`config.mk`:
```
export PLATFORM = sky130hd
export DESIGN_NAME = priority_status_led_blinker
export DESIGN_NICKNAME = d
export VERILOG_FILES = /design/src/rtl/pslb_pkg.sv /design/src/rtl/priority_status_led_blinker.sv
export SDC_FILE = /design/constraint.sdc
export NUM_CORES = 1
export LEC_CHECK = 0
export BUFFER_PORTS_ARGS = -buffer_cell sky130_fd_sc_hd__buf_4
export CAP_MARGIN = 30
export CORE_ASPECT_RATIO = 0.75
export CORE_MARGIN = 2
export CORE_UTILIZATION = 65
export CTS_BUF_LIST = sky130_fd_sc_hd__clkbuf_4 sky130_fd_sc_hd__clkbuf_8
export DETAILED_ROUTE_END_ITERATION = 10
export GPL_TIMING_DRIVEN = 0
export PLACE_DENSITY = 0.83
export SLEW_MARGIN = 5
export SYNTH_ARGS = -nofsm -noshare
export SYNTH_HDL_FRONTEND = slang
export SYNTH_SLANG_ARGS = --single-unit
```
`constraint.sdc`:
```
create_clock -name aclk -period 9.76 [get_ports aclk]
set_clock_uncertainty 0.2 [all_clocks]
set_input_delay 0.976 -clock aclk [delete_from_list [all_inputs] [get_ports aclk]]
set_output_delay 0.976 -clock aclk [all_outputs]
set_load 0.01 [all_outputs]
```
`src/rtl/pslb_pkg.sv`:
```
`timescale 1ns / 1ps

package pslb_pkg;

    localparam int unsigned CMD_W      = 2;
    localparam int unsigned EVENT_W    = 4;
    localparam int unsigned TIME_W     = 32;
    localparam int unsigned COLOR_W    = 8;
    localparam int unsigned NUM_FLAGS  = 8;
    localparam int unsigned PHASE_W    = 10;
    localparam int unsigned PAUSE_W    = 15;
    localparam int unsigned FLASH_W    = 2;

    localparam logic [COLOR_W-1:0] SCALE_RESET = COLOR_W'(13);

    typedef logic [EVENT_W-1:0] event_t;

    localparam event_t NO_EVENT = EVENT_W'(8);

    typedef enum logic [CMD_W-1:0] {
        CMD_TICK  = 2'd0,
        CMD_START = 2'd1,
        CMD_STOP  = 2'd2,
        CMD_PULSE = 2'd3
    } command_t;

    typedef struct packed {
        logic [COLOR_W-1:0] red;
        logic [COLOR_W-1:0] green;
        logic [COLOR_W-1:0] blue;
        logic [PHASE_W-1:0] on_ms;
        logic [PHASE_W-1:0] off_ms;
        logic [FLASH_W-1:0] flashes;
        logic [PAUSE_W-1:0] pause_ms;
        logic               repeat_en;
    } pattern_t;

    typedef struct packed {
        logic               has_event;
        event_t             current_event;
        logic               color_write;
        logic [COLOR_W-1:0] red_out;
        logic [COLOR_W-1:0] green_out;
        logic [COLOR_W-1:0] blue_out;
    } result_t;

    function automatic pattern_t blink_pattern(input event_t ev);
        pattern_t p;
        unique case (ev)
            4'd0:    p = '{8'd0,   8'd120, 8'd255, 10'd120,  10'd880,  2'd2, 15'd5000,  1'b1};
            4'd1:    p = '{8'd160, 8'd0,   8'd200, 10'd250,  10'd250,  2'd2, 15'd2000,  1'b1};
            4'd2:    p = '{8'd255, 8'd80,  8'd0,   10'd200,  10'd200,  2'd1, 15'd5000,  1'b1};
            4'd3:    p = '{8'd255, 8'd255, 8'd255, 10'd100,  10'd100,  2'd2, 15'd1000,  1'b1};
            4'd4:    p = '{8'd0,   8'd120, 8'd255, 10'd100,  10'd100,  2'd2, 15'd1000,  1'b1};
            4'd5:    p = '{8'd140, 8'd0,   8'd255, 10'd1000, 10'd1000, 2'd1, 15'd0,     1'b1};
            4'd6:    p = '{8'd255, 8'd140, 8'd0,   10'd150,  10'd150,  2'd3, 15'd10000, 1'b1};
            4'd7:    p = '{8'd0,   8'd80,  8'd255, 10'd150,  10'd150,  2'd1, 15'd30000, 1'b1};
            default: p = '{8'd0,   8'd200, 8'd200, 10'd150,  10'd150,  2'd2, 15'd0,     1'b0};
        endcase
        return p;
    endfunction

    // Exact floor(v * s / 255) for any 8-bit v and s.
    function automatic logic [COLOR_W-1:0] scale_channel(
        input logic [COLOR_W-1:0] v,
        input logic [COLOR_W-1:0] s
    );
        logic [2*COLOR_W-1:0] prod;
        logic [2*COLOR_W:0]   sum;
        prod = (2*COLOR_W)'(v) * (2*COLOR_W)'(s);
        sum  = (2*COLOR_W+1)'(prod) + (2*COLOR_W+1)'(prod >> COLOR_W)
             + (2*COLOR_W+1)'(1);
        return sum[2*COLOR_W-1:COLOR_W];
    endfunction

endpackage

```
`src/rtl/priority_status_led_blinker.sv`:
```
`timescale 1ns / 1ps

// Priority status LED blinker. Each request is a start, stop or firmware-check pulse that
// updates the status flags, or a tick that steps the blink pattern of the highest-priority
// active event and may write a scaled overlay color. Every request yields exactly one result.
// The block takes one request per clock cycle while its result buffer is not full; a request
// is held in the input register once accepted, and its blink update (32-bit elapsed-time
// compare and three 8x8 color scaling multipliers) is then captured in the result register
// or the skid entry. A two-entry result buffer lets requests keep flowing while a result
// waits. The brightness scale should only be written while no request is in flight.
module priority_status_led_blinker (
    input  logic                              aclk,
    input  logic                              aresetn,
    input  logic                              cfg_we,
    input  logic [pslb_pkg::COLOR_W-1:0]      cfg_wdata,
    input  logic                              s_valid,
    output logic                              s_ready,
    input  logic [pslb_pkg::CMD_W-1:0]        s_command,
    input  logic [pslb_pkg::EVENT_W-1:0]      s_event_code,
    input  logic [pslb_pkg::TIME_W-1:0]       s_now_ms,
    output logic                              m_valid,
    input  logic                              m_ready,
    output logic                              m_has_event,
    output logic [pslb_pkg::EVENT_W-1:0]      m_current_event,
    output logic                              m_color_write,
    output logic [pslb_pkg::COLOR_W-1:0]      m_red_out,
    output logic [pslb_pkg::COLOR_W-1:0]      m_green_out,
    output logic [pslb_pkg::COLOR_W-1:0]      m_blue_out
);

    logic                              in_valid_reg;
    logic [pslb_pkg::CMD_W-1:0]        in_command_reg;
    pslb_pkg::event_t                  in_code_reg;
    logic [pslb_pkg::TIME_W-1:0]       in_now_reg;

    logic [pslb_pkg::COLOR_W-1:0]      scale_reg;
    logic [pslb_pkg::NUM_FLAGS-1:0]    event_flags_reg;
    logic                              pulse_reg;
    pslb_pkg::event_t                  shown_event_reg;
    logic                              lamp_on_reg;
    logic [pslb_pkg::TIME_W-1:0]       last_toggle_reg;
    logic [pslb_pkg::FLASH_W-1:0]      flash_count_reg;
    logic [pslb_pkg::TIME_W-1:0]       pause_end_reg;
    logic                              started_reg;
    logic                              pausing_reg;

    logic                              out_valid_reg;
    logic                              skid_valid_reg;
    pslb_pkg::result_t                 out_reg;
    pslb_pkg::result_t                 skid_reg;

    logic [pslb_pkg::NUM_FLAGS-1:0]    event_flags_next;
    logic                              pulse_next;
    logic                              lamp_on_next;
    logic [pslb_pkg::TIME_W-1:0]       last_toggle_next;
    logic [pslb_pkg::FLASH_W-1:0]      flash_count_next;
    logic [pslb_pkg::TIME_W-1:0]       pause_end_next;
    logic                              started_next;
    logic                              pausing_next;

    pslb_pkg::event_t                  sel;
    logic                              has;
    logic                              run;
    logic                              write;
    logic                              lit;
    logic                              toggle;
    logic [pslb_pkg::TIME_W-1:0]       elapsed;
    logic [pslb_pkg::PHASE_W-1:0]      phase_ms;
    logic [pslb_pkg::FLASH_W:0]        flash_inc;
    pslb_pkg::pattern_t                pat;
    pslb_pkg::pattern_t                shown_pat;
    pslb_pkg::result_t                 res;
    logic                              advance;
    logic                              out_take;

    assign advance  = in_valid_reg && !skid_valid_reg;
    assign s_ready  = !in_valid_reg || !skid_valid_reg;
    assign out_take = out_valid_reg && m_ready;

    always_comb begin
        event_flags_next = event_flags_reg;
        pulse_next       = pulse_reg;
        case (pslb_pkg::command_t'(in_command_reg))
            pslb_pkg::CMD_START: begin
                if (!in_code_reg[pslb_pkg::EVENT_W-1]) begin
                    event_flags_next[in_code_reg[pslb_pkg::EVENT_W-2:0]] = 1'b1;
                end
            end
            pslb_pkg::CMD_STOP: begin
                if (!in_code_reg[pslb_pkg::EVENT_W-1]) begin
                    event_flags_next[in_code_reg[pslb_pkg::EVENT_W-2:0]] = 1'b0;
                end
            end
            pslb_pkg::CMD_PULSE: begin
                if (in_code_reg == pslb_pkg::NO_EVENT) begin
                    pulse_next = 1'b1;
                end
            end
            default: begin
            end
        endcase

        sel = pslb_pkg::NO_EVENT;
        for (int i = pslb_pkg::NUM_FLAGS - 1; i >= 0; i--) begin
            if (event_flags_next[i]) begin
                sel = pslb_pkg::event_t'(i);
            end
        end
        has = (|event_flags_next) || pulse_next;
        run = (pslb_pkg::command_t'(in_command_reg) == pslb_pkg::CMD_TICK) && has;
        pat = pslb_pkg::blink_pattern(sel);

        // A change of the selected event restarts the blink sequence.
        if (sel != shown_event_reg) begin
            lamp_on_next     = 1'b0;
            last_toggle_next = '0;
            flash_count_next = '0;
            pause_end_next   = '0;
            started_next     = 1'b0;
            pausing_next     = 1'b0;
        end else begin
            lamp_on_next     = lamp_on_reg;
            last_toggle_next = last_toggle_reg;
            flash_count_next = flash_count_reg;
            pause_end_next   = pause_end_reg;
            started_next     = started_reg;
            pausing_next     = pausing_reg;
        end

        write     = 1'b0;
        lit       = 1'b0;
        toggle    = 1'b0;
        elapsed   = in_now_reg - last_toggle_next;
        phase_ms  = lamp_on_next ? pat.on_ms : pat.off_ms;
        flash_inc = {1'b0, flash_count_next} + (pslb_pkg::FLASH_W+1)'(1);

        if (pausing_next && (in_now_reg - pause_end_next) >> (pslb_pkg::TIME_W - 1) != 0) begin
            write = 1'b1;
        end else begin
            if (pausing_next) begin
                pausing_next   = 1'b0;
                pause_end_next = '0;
                started_next   = 1'b0;
            end
            toggle = !started_next || elapsed >= pslb_pkg::TIME_W'(phase_ms);
            if (toggle) begin
                write            = 1'b1;
                lamp_on_next     = !lamp_on_next;
                last_toggle_next = in_now_reg;
                started_next     = 1'b1;
                if (lamp_on_next) begin
                    lit = 1'b1;
                end else if (flash_inc >= {1'b0, pat.flashes}) begin
                    flash_count_next = '0;
                    if (pat.repeat_en) begin
                        if (pat.pause_ms != '0) begin
                            pause_end_next = in_now_reg + pslb_pkg::TIME_W'(pat.pause_ms);
                            pausing_next   = 1'b1;
                        end
                    end else if (run) begin
                        pulse_next = 1'b0;
                    end
                end else begin
                    flash_count_next = flash_inc[pslb_pkg::FLASH_W-1:0];
                end
            end
        end

        res.has_event     = has;
        res.current_event = has ? sel : pslb_pkg::NO_EVENT;
        res.color_write   = run && write;
        res.red_out       = (run && lit) ? pslb_pkg::scale_channel(pat.red, scale_reg)   : '0;
        res.green_out     = (run && lit) ? pslb_pkg::scale_channel(pat.green, scale_reg) : '0;
        res.blue_out      = (run && lit) ? pslb_pkg::scale_channel(pat.blue, scale_reg)  : '0;
    end

    always_ff @(posedge aclk) begin
        if (s_valid && s_ready) begin
            in_command_reg <= s_command;
            in_code_reg    <= s_event_code;
            in_now_reg     <= s_now_ms;
        end
        if (!aresetn) begin
            in_valid_reg <= 1'b0;
        end else if (s_ready) begin
            in_valid_reg <= s_valid;
        end
    end

    always_ff @(posedge aclk) begin
        if (!aresetn) begin
            scale_reg <= pslb_pkg::SCALE_RESET;
        end else if (cfg_we) begin
            scale_reg <= cfg_wdata;
        end
    end

    always_ff @(posedge aclk) begin
        if (!aresetn) begin
            event_flags_reg <= '0;
            pulse_reg       <= 1'b0;
            shown_event_reg <= pslb_pkg::NO_EVENT;
            lamp_on_reg     <= 1'b0;
            last_toggle_reg <= '0;
            flash_count_reg <= '0;
            pause_end_reg   <= '0;
            started_reg     <= 1'b0;
            pausing_reg     <= 1'b0;
        end else if (advance) begin
            event_flags_reg <= event_flags_next;
            pulse_reg       <= pulse_next;
            if (run) begin
                shown_event_reg <= sel;
                lamp_on_reg     <= lamp_on_next;
                last_toggle_reg <= last_toggle_next;
                flash_count_reg <= flash_count_next;
                pause_end_reg   <= pause_end_next;
                started_reg     <= started_next;
                pausing_reg     <= pausing_next;
            end
        end
    end

    always_ff @(posedge aclk) begin
        if (!aresetn) begin
            out_valid_reg  <= 1'b0;
            skid_valid_reg <= 1'b0;
        end else if (advance) begin
            if (!out_valid_reg || out_take) begin
                out_valid_reg <= 1'b1;
            end else begin
                skid_valid_reg <= 1'b1;
            end
        end else if (out_take) begin
            if (skid_valid_reg) begin
                skid_valid_reg <= 1'b0;
            end else begin
                out_valid_reg <= 1'b0;
            end
        end
    end

    always_ff @(posedge aclk) begin
        if (advance) begin
            if (!out_valid_reg || out_take) begin
                out_reg <= res;
            end else begin
                skid_reg <= res;
            end
        end else if (out_take && skid_valid_reg) begin
            out_reg <= skid_reg;
        end
    end

    assign m_valid         = out_valid_reg;
    assign m_has_event     = out_reg.has_event;
    assign m_current_event = out_reg.current_event;
    assign m_color_write   = out_reg.color_write;
    assign m_red_out       = out_reg.red_out;
    assign m_green_out     = out_reg.green_out;
    assign m_blue_out      = out_reg.blue_out;

    assign shown_pat = pslb_pkg::blink_pattern(shown_event_reg);

    a_skid_needs_out: assert property (@(posedge aclk) disable iff (!aresetn)
        skid_valid_reg |-> out_valid_reg)
        else $error("Skid entry held while the output register is empty.");

    a_write_needs_event: assert property (@(posedge aclk) disable iff (!aresetn)
        (m_valid && m_color_write) |-> m_has_event)
        else $error("Color write reported with no active event.");

    a_idle_result: assert property (@(posedge aclk) disable iff (!aresetn)
        (m_valid && !m_has_event) |-> (m_current_event == pslb_pkg::NO_EVENT
            && !m_color_write && m_red_out == '0 && m_green_out == '0 && m_blue_out == '0))
        else $error("Inactive result carries an event or a color.");

    a_flash_bound: assert property (@(posedge aclk) disable iff (!aresetn)
        {1'b0, flash_count_reg} < {1'b0, shown_pat.flashes})
        else $error("Flash count reached the pattern's flash total.");

    a_pause_started: assert property (@(posedge aclk) disable iff (!aresetn)
        pausing_reg |-> started_reg)
        else $error("Pause running with the blink timer unstarted.");

endmodule

```
# Yosys cells after proc, flatten, opt, wreduce, memory -nomap -nowiden
# Memory sizes are Yosys's and may differ from the RTL's.
# Index checks and enable logic that the tools add are counted.
dict set report word_totals {
  n_memories 1
  inputBits 51
  out_inout_bits 32
  mem_bits_ro 440
  wordCells 159
  reg_bits 191
}
# memory depth word_bits read_ports rd_clocked_by_memory_dff write_ports line
set memory_table {}
lappend memory_table {{(name not given)} 8 55 1 0 0 pslb_pkg.sv:49} ;# unique case (ev)
dict set report op_classes {
  multipliers 3
  magnitude_cmp 4
  reduce_logical 28
  add_sub_neg 10
  n_mux 73
  eq_ne 8
  bitwise 4
}
# operator n
set ops {}
lappend ops {{32-bit 2-to-1 mux} 11}
lappend ops {{30-bit 2-to-1 mux} 3}
lappend ops {{32-bit subtractor} 2}
lappend ops {{62-bit 2-to-1 mux} 1}
lappend ops {{16-bit by 1-bit adder with 16-bit output, second input constant} 3}
lappend ops {{16-bit by 8-bit adder with 16-bit output} 3}
lappend ops {{8-bit by 8-bit multiplier with 16-bit output} 3}
lappend ops {{8-bit 2-to-1 mux} 5}
lappend ops {{1-bit 2-to-1 mux} 36}
lappend ops {{4-bit 2-to-1 mux} 9}
lappend ops {{32-bit by 15-bit adder with 32-bit output} 1}
lappend ops {{32-bit by 10-bit greater-or-equal comparator with 1-bit output} 1}
lappend ops {{8-bit case mux with 2 select lines} 1}
lappend ops {{15-bit nonzero test} 1}
lappend ops {{10-bit 2-to-1 mux} 1}
lappend ops {{2-bit 2-to-1 mux} 5}
lappend ops {{1-bit logical AND} 9}
lappend ops {{8-bit AND} 1}
lappend ops {{8-bit NOT} 1}
lappend ops {{8-bit OR} 1}
lappend ops {{2-bit AND reduction} 4}
lappend ops {{8-bit OR reduction} 1}
lappend ops {{1-bit zero test} 5}
lappend ops {{2-bit == test, second input constant} 2}
lappend ops {{other kinds (15)} 20}

# Logic depth before layout (Yosys ltp)
dict set report depth {
  ltp_word 29
  ltp_mapped 39
  mapped_depth_nobuf 37
}

# Worst setup path before layout
# Ideal clock, no wire load.
dict set report synth_timing {
  path_kind {reg-to-reg}
  start {register in_command_reg[0] in the netlist's numbering}
  end {register out_reg (netlist bit m_blue_out[2]) (data pin)}
  period_less_slack_ps 8603
  stages_incl_launch_ff 33
  arrival_time_ps 8144
  required_ps 9302
  setup_ps 258
  n_path_buf 2
  slack_ps 1157
  cell_sequence {edfxtp_1 ha_1 nand2b_2 a21oi_1 a21oi_4 or2_4 o21ai_1 ha_1 clkbuf_1 o22ai_1 and2_1 inv_1 fa_1 fa_1 inv_1 fa_1 inv_1 fa_1 inv_1 ha_1 o21ai_0 a21oi_1 and3_1 o311ai_0 or3b_2 clkbuf_1 ha_1 nor2_1 o21ai_0 a31oi_1 nand3b_1 xor2_1 o21ai_1}
}
dict set report synth_via {
  elab_chain_cells 22
  word_cells_on_any_way 44
  cone_classes {4 x add/sub; 1 x mul; 1 x order compare; 4 x eq/ne; 25 x mux; 8 x reduce/logical; 1 x memory}
}
# item line
set synth_rtl {}
lappend synth_rtl {{start, declared} priority_status_led_blinker.sv:32} ;# logic [pslb_pkg::CMD_W-1:0] in_command_reg;
lappend synth_rtl {{start signal, assigned} priority_status_led_blinker.sv:179} ;# in_command_reg <= s_command;
lappend synth_rtl {{parallel branches: the longest is 19 deep, another holds memory read 8 x 55 bit} -}
lappend synth_rtl {{8-bit 2-to-1 mux (*)} priority_status_led_blinker.sv:174} ;# res.blue_out = (run && lit) ? pslb_pkg::scale_channel(pat.blue, scale_reg) : '0;
lappend synth_rtl {{30-bit 2-to-1 mux (*)} priority_status_led_blinker.sv:245} ;# if (!out_valid_reg || out_take) begin
lappend synth_rtl {{30-bit 2-to-1 mux (*)} priority_status_led_blinker.sv:244} ;# if (advance) begin
lappend synth_rtl {{end signal, assigned} priority_status_led_blinker.sv:246} ;# out_reg <= res;
lappend synth_rtl {{end signal, assigned} priority_status_led_blinker.sv:251} ;# out_reg <= skid_reg;
lappend synth_rtl {{end, declared} priority_status_led_blinker.sv:49} ;# pslb_pkg::result_t out_reg;
# Every way passes the cells marked *. The select of a mux whose other input is x is not followed.
# A chain may end at the register's enable or synchronous reset.

# Worst setup path after layout
dict set report layout_timing {
  start {register in_command_reg[1] in the netlist's numbering}
  end {register out_reg (netlist bit m_blue_out[3]) (data pin)}
}
# Same word-level chain as after synthesis.

==> qor.txt <==
peak supply drop - 0.0964 mV
pwr/cell area - 134 nW/µm²
Fillers - 2327
Yosys reg bits - 191
crit-path max cell delay - 0.56 ns
vias - 17995
global-route wire length before repair - 89.8 mm
Worst-Margin Slew - 1.10 ns
Core Region - 30100 µm²
iteration-0 DRC count of the detailed router - 1963
commonest register cell after synthesis - edfxtp_1
largest net degree at the start of global routing - 37
CP Data Required Time - 9.85 ns
largest cells by area after synthesis - edfxtp_1 15%, ha_1 14%, fa_1 11%
Final GP Congestion - 0.994
min-delay worst type - flip-flop to flip-flop
WS Path Type - flip-flop to flip-flop
Initial Util - 65.7%
initial antenna violation count - 0
syn_area_per_cell - 8.59 µm²
CTS tree - built
post-synth top area cell - edfxtp_1
Final ANT Viol Nets - 0
combined area of the multi-input logic cells - 13800 µm²
input/output buffers - 81
Critical Path Most Common Cell - inv_1
endpoint type of the worst setup path - flip-flop
Syn Inst Count - 2301
wire length per cell - 20.1 µm
Seq/Total Area, Yosys - 24.3%
Total GRT Usage - 36.0%
# setup viols final - 0
crit path time final - 9.37 ns
Pwr Total - 0.00289 W
Ports - 83
Placed Cells - 2783
htree depth - 4
Mapped Area - 19800 µm²
via density per instance - 6.38
Post-synth EDFFs - 98
Clock Path Buffers - 2
R2R depth - 35
grt ovf - 0
Detail Placement HPWL - 44.1 mm
Final Cycle Share - 96.0%
Routed WL - 56.8 mm
row count - 55
Final nets - 2791
Hold Crit Depth - 2
setup TNS - 0 ns
CTS clk-pin slew, worst paths - 0.11 ns
clk_lat worst skew - 0.54 ns
fmax - 0.107 GHz
DRC - 0
drt pass-1 iters - 7
Slew Limit Fails - 0
Yosys warning count - 0
most instantiated cells after synthesis - 259 x nand2_1, 234 x inv_1, 222 x ha_1
Synth top area share - 14.9%
max_cap viols - 0
slew margin rel. - 26.6%
Setup crit start kind - flip-flop
Synth cell types - 109
post-layout util - 71.7%
Syn-to-layout area delta - 9.13%
Leak Pwr - 9.53 nW
ANT cells - 0
cts bufs inserted - 17
FFs w/ async S/R, synth - 0%
Die H - 155 µm
Die Wd - 205 µm
status - completed
Crit Path Max Fanout - 13
vias in the first global route - 17005
CTS sink cnt - 191
Net Count, Synth - 2682
share of layout cells above drive strength 1 - 10.9%
root buffer cell - clkbuf_8
Die ar. - 31800 µm²
Worst EP arrival - 9.46 ns
most frequent cell after synthesis - nand2_1
final count of hold timing violations - 0
FF/Latch Area - 4800 µm²
slowest stage cell, crit path - fa_1
fin cells - 2822
==> what timing repair did <==
item / 4_1_cts / 5_1_grt
hold buffers: 0 / 0
hold endpoints to repair: 0 / 0
pin swaps: 1 / 8
buffers inserted: 0 / 8
resized for setup: 5 / 47
setup endpoints to repair: 33 / 48
==> power by group <==
group	leakage, nW	internal (W)	switching (W)
Clock	0.199	0.000194	0.000373
Sequential	1.72	0.000864	0.0000304
Combinational	7.61	0.000544	0.000880
==> cells in the final DEF (no fill, tap or decap), types with 19 or more instances in the layout <==
cell type    n
a21oi_2     28
and2_1      65
xor2_1      26
clkbuf_1    54
o211ai_1    20
nand4_1     22
buf_4       93
o21ai_1     71
a21o_1      29
dfxtp_1     93
a21oi_1    106
a41oi_1     21
nor2b_1     39
ha_1       220
inv_1      234
nand3_1     74
o21ai_0     73
buf_2       19
nor2_1     153
nor3_1      50
xnor2_1     78
and3_1      29
nand2_1    258
edfxtp_1    98
a31oi_1     24
fa_1       108
==> final cells by class <==
type / count / area share, %
Timing Repair Buffer: 92 / 3.32
Sequential cell: 191 / 22.3
Inverter: 236 / 4.11
Clock inverter: 15 / 0.754
Tap cell: 399 / 2.31
Multi-Input combinational cell: 1778 / 64.1
Buffer: 94 / 2.05
Clock buffer: 17 / 1.08
==> path summary, 6_finish.rpt <==
| kind | from | endpoint | slack (ns) |
|---|---|---|---|
| worst min register to register | event_flags_reg[0] | event_flags_reg[0] | 0.27 |
| worst max-delay path | in_command_reg[1] | m_blue_out[3] | 0.39 |
| worst max register to register | in_command_reg[1] | m_blue_out[3] | 0.39 |
| worst min-delay path | event_flags_reg[0] | event_flags_reg[0] | 0.27 |
==> worst max-delay path, delay by kind of cell, from the launching register on <==
kind | cells | cell delay, ns
fa+ha+maj | 9 | 3.69
buf+inv | 8 | 0.99
xor+xnor | 2 | 0.66
simple gates | 4 | 0.64
flops | 1 | 0.46
compound gates | 12 | 2.47
==> per-stage QoR <==
step	hold slack, ns	worst slack [ns]	area, µm²
6_report	0.272	0.387	21600
5_1_grt	0.295	-0.0482	21600
4_1_cts	0.271	-0.000875	21300
3_5_place_dp	0.256	-0.327	20900
3_3_place_gp	0.247	-0.240	20900
2_1_floorplan	0.236	1.16	19800
==> kinds of logic (layout without fill, tap and decap cells) <==
| logic type | Yosys count | count (layout) | share of synthesized area (%) |
|---|---|---|---|
| adder cells (fa/ha/maj) | 332 | 332 | 25.1 |
| XOR/XNOR | 110 | 110 | 5.06 |
| AND/OR/NAND/NOR | 797 | 797 | 20.2 |
| AO/OA/AOI/OAI | 527 | 527 | 18.0 |
| buffers and inverters | 332 | 454 | 6.70 |
| flip-flops | 191 | 191 | 24.3 |
| multiplexers | 12 | 12 | 0.608 |
==> per-layer routing <==
metal  wire length [µm]  vias to the layer above  track usage, %  part of all wire [%]
met1              25600                     8606            55.4                    45
li1                   -                     8293               -                     -
met4               1040                        0            8.29                   1.8
met2              23300                      993            51.4                    41
met5                  0                        -               0                     0
met3               6850                      103            7.92                    12
Power figures use the tool's default switching activity.
